## src/hdl/rprop_pkg.sv

```systemverilog
`default_nettype none

package rprop_pkg;

   localparam int INDEX_WIDTH     = 10;
   localparam int DATA_WIDTH      = 32;
   localparam int STEP_WIDTH      = 31;
   localparam int ETA_WIDTH       = 18;
   localparam int CSR_INDEX_WIDTH = 3;
   localparam int CSR_DATA_WIDTH  = 31;
   localparam int PROD_WIDTH      = STEP_WIDTH + ETA_WIDTH;

   // register indexes
   localparam logic [CSR_INDEX_WIDTH-1:0] CSR_ETA_INCREASE = 3'd0;
   localparam logic [CSR_INDEX_WIDTH-1:0] CSR_ETA_DECREASE = 3'd1;
   localparam logic [CSR_INDEX_WIDTH-1:0] CSR_STEP_MAX     = 3'd2;
   localparam logic [CSR_INDEX_WIDTH-1:0] CSR_STEP_MIN     = 3'd3;
   localparam logic [CSR_INDEX_WIDTH-1:0] CSR_INITIAL_STEP = 3'd4;

   localparam logic [ETA_WIDTH-1:0]  ETA_INCREASE_RESET = 18'd78643;
   localparam logic [ETA_WIDTH-1:0]  ETA_DECREASE_RESET = 18'd32768;
   localparam logic [STEP_WIDTH-1:0] STEP_MAX_RESET     = 31'd838860800;
   localparam logic [STEP_WIDTH-1:0] STEP_MIN_RESET     = 31'd17;
   localparam logic [STEP_WIDTH-1:0] INITIAL_STEP_RESET = 31'd1677722;
   localparam logic [STEP_WIDTH-1:0] STEP_LIMIT         = 31'h7FFF_FFFF;

   localparam logic ACT_LOAD   = 1'b0;
   localparam logic ACT_UPDATE = 1'b1;

   localparam logic [1:0] SIGN_ZERO = 2'd0;
   localparam logic [1:0] SIGN_POS  = 2'd1;
   localparam logic [1:0] SIGN_NEG  = 2'd2;

   localparam logic [1:0] BR_LOAD  = 2'd0;
   localparam logic [1:0] BR_SAME  = 2'd1;
   localparam logic [1:0] BR_FLIP  = 2'd2;
   localparam logic [1:0] BR_FRESH = 2'd3;

   typedef struct packed {
      logic [DATA_WIDTH-1:0] weight;
      logic [STEP_WIDTH-1:0] step;
      logic [1:0]            sign;
      logic [DATA_WIDTH-1:0] corr;
   } entry_type;

   typedef struct packed {
      logic capture;
      logic multiply;
      logic commit;
   } cmd_type;

endpackage

`default_nettype wire

```

## src/hdl/rprop_ctrl.sv

```systemverilog
`default_nettype none

module rprop_ctrl (
   input  logic                clock,
   input  logic                reset,
   input  logic                req_valid,
   output logic                req_ready,
   output logic                rsp_valid,
   input  logic                rsp_ready,
   output rprop_pkg::cmd_type  cmd
);

   typedef enum logic [2:0] {
      ST_IDLE = 3'b001,
      ST_MUL  = 3'b010,
      ST_UPD  = 3'b100
   } state_type;

   state_type state_ff, state_in;
   logic      rsp_valid_ff, rsp_valid_in;
   logic      out_free;

   assign out_free = !rsp_valid_ff || rsp_ready;

   always_comb begin
      state_in    = state_ff;
      cmd         = '0;
      req_ready   = 1'b0;
      case (state_ff)
         ST_IDLE: begin
            req_ready = 1'b1;
            if (req_valid) begin
               cmd.capture = 1'b1;
               state_in    = ST_MUL;
            end
         end
         ST_MUL: begin
            cmd.multiply = 1'b1;
            state_in     = ST_UPD;
         end
         ST_UPD: begin
            // hold the finished word until the output register is free
            if (out_free) begin
               cmd.commit = 1'b1;
               state_in   = ST_IDLE;
            end
         end
         default: begin
            state_in = ST_IDLE;
         end
      endcase
   end

   always_comb begin
      if (cmd.commit) begin
         rsp_valid_in = 1'b1;
      end else if (rsp_ready) begin
         rsp_valid_in = 1'b0;
      end else begin
         rsp_valid_in = rsp_valid_ff;
      end
   end

   always_ff @(posedge clock) begin
      if (reset) begin
         state_ff     <= ST_IDLE;
         rsp_valid_ff <= 1'b0;
      end else begin
         state_ff     <= state_in;
         rsp_valid_ff <= rsp_valid_in;
      end
   end

   assign rsp_valid = rsp_valid_ff;

endmodule

`default_nettype wire

```

## config.mk

```make
export PLATFORM = sky130hd
export DESIGN_NAME = rprop_ctrl
export DESIGN_NICKNAME = d
export VERILOG_FILES = /design/src/hdl/rprop_pkg.sv /design/src/hdl/rprop_ctrl.sv
export SDC_FILE = /design/constraint.sdc
export NUM_CORES = 1
export LEC_CHECK = 0
export BUFFER_PORTS_ARGS = -buffer_cell sky130_fd_sc_hd__buf_2
export CORE_AREA = 2 2 39 41
export CTS_BUF_LIST = sky130_fd_sc_hd__clkbuf_16
export DETAILED_ROUTE_END_ITERATION = 8
export DIE_AREA = 0 0 41 43
export SLEW_MARGIN = 20
export SYNTH_ARGS = -nofsm -noshare
export SYNTH_HDL_FRONTEND = slang
export SYNTH_SLANG_ARGS = --single-unit
export TNS_END_PERCENT = 10
```

## constraint.sdc

```tcl
create_clock -name clock -period 3.75 [get_ports clock]
set_input_delay 0.9375 -clock clock [delete_from_list [all_inputs] [get_ports clock]]
set_output_delay 0.9375 -clock clock [all_outputs]
set_load 0.01 [all_outputs]
```

## Yosys cells after proc, flatten, opt, wreduce, memory -nomap -nowiden

Cells that the tools add are included.

- Word-level logic and storage cells: 22
- Input bits: 4
- Output and inout bits: 5
- Register bits after elaboration: 4

- Equal/unequal tests: 5
- Reduce and logical (&&, ||, !) cells: 4
- Multiplexer cells: 11

Operators with widths:

| operator | count |
|---|---|
| one-hot mux 3 bit (3 select lines) | 1 |
| 2-to-1 mux 1 bit | 8 |
| 2-to-1 mux 3 bit | 2 |
| inequality test 2 bit (second input constant) | 2 |
| equality test 3 x 1 -> 1 bit (second input constant) | 1 |
| equality test 3 x 2 -> 1 bit (second input constant) | 1 |
| equality test 3 bit (second input constant) | 1 |
| AND reduction 2 bit | 1 |
| nonzero test 2 bit | 1 |
| zero test 1 bit | 1 |
| logical OR 1 bit | 1 |

## Depth between registers and ports, before layout

- Depth in word-level cells: 5
- Depth in mapped cells: 3
- Gate-level depth less buffers: 3

## Worst setup path after synthesis

OpenSTA, ideal clock, no wires.

- Path type: in2out
- Start: in rsp_ready
- End: out cmd[0] (netlist bit)
- Setup slack: 1.478 ns
- Stages: 3
- Required time: 2.812 ns
- Data arrival time: 1.335 ns
- Path buffers: 1
- Path through: nand2b_1 > nor2b_1 > buf_4

RTL lines:

| item | RTL line | RTL |
|---|---|---|
| from (decl) | rprop_ctrl.sv:9 | `input logic rsp_ready,` |
| to (decl) | rprop_ctrl.sv:10 | `output rprop_pkg::cmd_type cmd` |

==> impl_metrics.env <==
export IMPL_grt_pass1_wl_um=607
export IMPL_grt_max_degree=6
export IMPL_core_mm2=0.00138
export IMPL_slew_headroom=0.851
export IMPL_cts_htree_levels=1
export IMPL_drive_gt1_frac=0.500
export IMPL_ant_nets=0
export IMPL_worstPathCellList="buf_2, nand2b_1, nor2b_1, buf_2"
export IMPL_antenna_found_initial=0
export IMPL_syn_nets=23
export IMPL_worstSetupStartpoint="rsp_ready"
export IMPL_clk_latency_ns=0.22
export IMPL_instances_no_fill=44
export IMPL_drt_iter0_markers=2
export IMPL_diodes=0
export IMPL_setup_violations=0
export IMPL_crit_type="primary input to output pin"
export IMPL_syn_area_per_cell_um2=10.3
export IMPL_die_area_mm2=0.00176
export IMPL_gr_total_overflow=0
export IMPL_ys_ff_latch=4
export IMPL_synthCells=19
export IMPL_pin_count=9
export IMPL_die_x_um=41
export IMPL_cp_slowest_stage_delay_ns=0.15
export IMPL_rows=14
export IMPL_yosys_area_share_simple=0.365
export IMPL_crit_fanout=2
export IMPL_skew_ns=0.00294
export IMPL_crit_required_ns=2.81
export IMPL_hold_viol_final=0
export IMPL_whs_path_depth=2
export IMPL_tns_ns=0
export IMPL_cts_buffers=3
export IMPL_max_cap_violations=0
export IMPL_drc_errors=0
export IMPL_clk_path_buf_depth=2
export IMPL_cts_setup_buffers=0
export IMPL_drt_pass1_iterations=2
export IMPL_fin_crit_sh=0.635
export IMPL_critPathBufInv=2
export IMPL_cp_top_family="simple AND/OR/NAND/NOR gates"
export IMPL_tightest_slew_ns=0.223
export IMPL_grt_usage=0.0552
export IMPL_routedWlPerCell_um=8.89
export IMPL_cpMaxStageDelayCell="nand2b_1"
export IMPL_dp_cells=41
export IMPL_dr_total_vias=154
export IMPL_synth_yosys_warnings=0
export IMPL_cp_arrival_ns=1.44
export IMPL_syn_area_um2=195
export IMPL_period_needed_ns=2.38
export IMPL_muxShareOfSynthArea=0
export IMPL_fin_nets=34
export IMPL_ctsHoldBuffers=0
export IMPL_cp_depth=4
export IMPL_cpMostUsedCell="buf_2"
export IMPL_cts_tree="done"
export IMPL_yosysSeqAreaShare=0.410
export IMPL_synth_fa_ha_area_frac=0
export IMPL_fin_total_pwr_w=0.000223
export IMPL_r2r_start="state_ff[2]$_SDFFE_PP0P_"
export IMPL_fp_dieH_um=43
export IMPL_vias_per_cell=3.50
export IMPL_clkSlewWorstSetupHoldPaths_ns=0.03
export IMPL_end_kind="output pin"
export IMPL_synth_top_family_by_area="simple AND/OR/NAND/NOR gates"
export IMPL_io_buffers=8
export IMPL_synth_xor_area_frac=0
export IMPL_start_util=0.141
export IMPL_finalMaxSlewViolations=0
export IMPL_dp_hpwl_um=286
export IMPL_max_clock_freq_ghz=0.420
export IMPL_power_leakage_nw=0.136
export IMPL_reg2reg_depth=2
export IMPL_ir_drop_v=0.000202
export IMPL_rsz0062_at_grt="false"
export IMPL_clkSinkCount=4
export IMPL_wl_um=391
export IMPL_gp_congestion=0.560
export IMPL_area_growth_synth_to_final_pct=61.5
export IMPL_clockRootBuffer="clkbuf_16"
export IMPL_post_cts_resized=0
export IMPL_synth_cell_type_count=14
export IMPL_hp_start="rsp_valid$_SDFFE_PP0P_"
export IMPL_startpoint_type="primary input"
export IMPL_hold_path_class="register to register"
export IMPL_status="finished clean"
export IMPL_first_global_vias=148
export IMPL_powerDensity_mw_per_mm2=709
export IMPL_synth_compound_area_frac=0.147
[final cells by class]
| cell class | count | area (um^2) |
|---|---|---|
| Timing Repair Buffer | 8 | 40.0 |
| Sequential cell | 4 | 80.1 |
| Multi-Input combinational cell | 13 | 100 |
| Clock buffer | 3 | 75.1 |
| Tap cell | 16 | 20.0 |
| Fill cell | 153 | 1070 |
[metrics by stage]
step / worst slack [ns] / util / cell area, um^2 / hold slack, ns
finish: 1.37 / 0.228 / 315 / 0.505
global route: 1.33 / 0.228 / 315 / 0.538
CTS: 1.37 / 0.228 / 315 / 0.507
detailed placement: 1.37 / 0.174 / 240 / 0.489
global placement: 1.37 / 0.174 / 240 / 0.476
floorplan: 1.48 / - / 195 / 0.444
[kinds of logic (layout without fill, tap and decap cells)]
| group | count (synthesis) | in the layout |
|---|---|---|
| compound gates | 4 | 4 |
| buf+inv | 2 | 11 |
| simple gates | 9 | 9 |
| flops | 4 | 4 |
[placed cells by master, fill, tap and decap left out]
cell / count
nor2b_1: 1
dfxtp_1: 4
nor2_1: 1
o21bai_1: 1
nand4bb_1: 1
nor3b_2: 1
or3b_1: 1
buf_2: 8
clkbuf_16: 3
a21oi_1: 1
a211oi_1: 1
nand2b_1: 2
a21oi_2: 1
and2_4: 1
and2b_1: 1
[synthesized netlist by cell type]
cell       n  area share
a211oi_1   1       0.038
a21oi_1    1       0.026
a21oi_2    1       0.045
and2_4     1       0.045
and2b_1    1       0.038
buf_4      2       0.077
dfxtp_1    4        0.41
nand2b_1   2       0.064
nand4bb_1  1       0.058
nor2_1     1       0.019
nor2b_1    1       0.032
nor3b_2    1       0.064
o21bai_1   1       0.038
or3b_1     1       0.045
[sequential cells by signal, indices dropped and copies added, names as in the netlist]
signal	count
state_ff	3
rsp_valid	1
[worst paths after layout]
| check | end | slack (ns) |
|---|---|---|
| hold / removal | rsp_valid$_SDFFE_PP0P_ | 0.51 |
| hold reg to reg | rsp_valid$_SDFFE_PP0P_ | 0.51 |
| setup reg to reg | rsp_valid$_SDFFE_PP0P_ | 2.77 |
| setup / recovery | cmd[0] | 1.37 |
[report_power, final]
group | internal, W | switching (W) | total [W] | leakage, nW
Sequential | 0.0000446 | 0.00000180 | 0.0000464 | 0.0327
Combinational | 0.00000701 | 0.00000571 | 0.0000127 | 0.0667
Clock | 0.000136 | 0.0000283 | 0.000164 | 0.0370
[worst min-delay path, delay by kind of cell (launching register included)]
kind               cells  cell delay, ns
and+or+nand+nor        1            0.09
DFF                    1            0.30
AOI/OAI and AO/OA      1            0.06
[metal layers]
layer	share of wire	global-route usage	routed length (um)	vias up
met3	0.031	0.0157	12	0
met1	0.42	0.0641	165	68
met4	0	0.0600	0	0
met2	0.54	0.0719	213	3
li1	-	-	-	83
met5	0	0	0	-
Note: power is estimated with default switching activity, not from simulation.
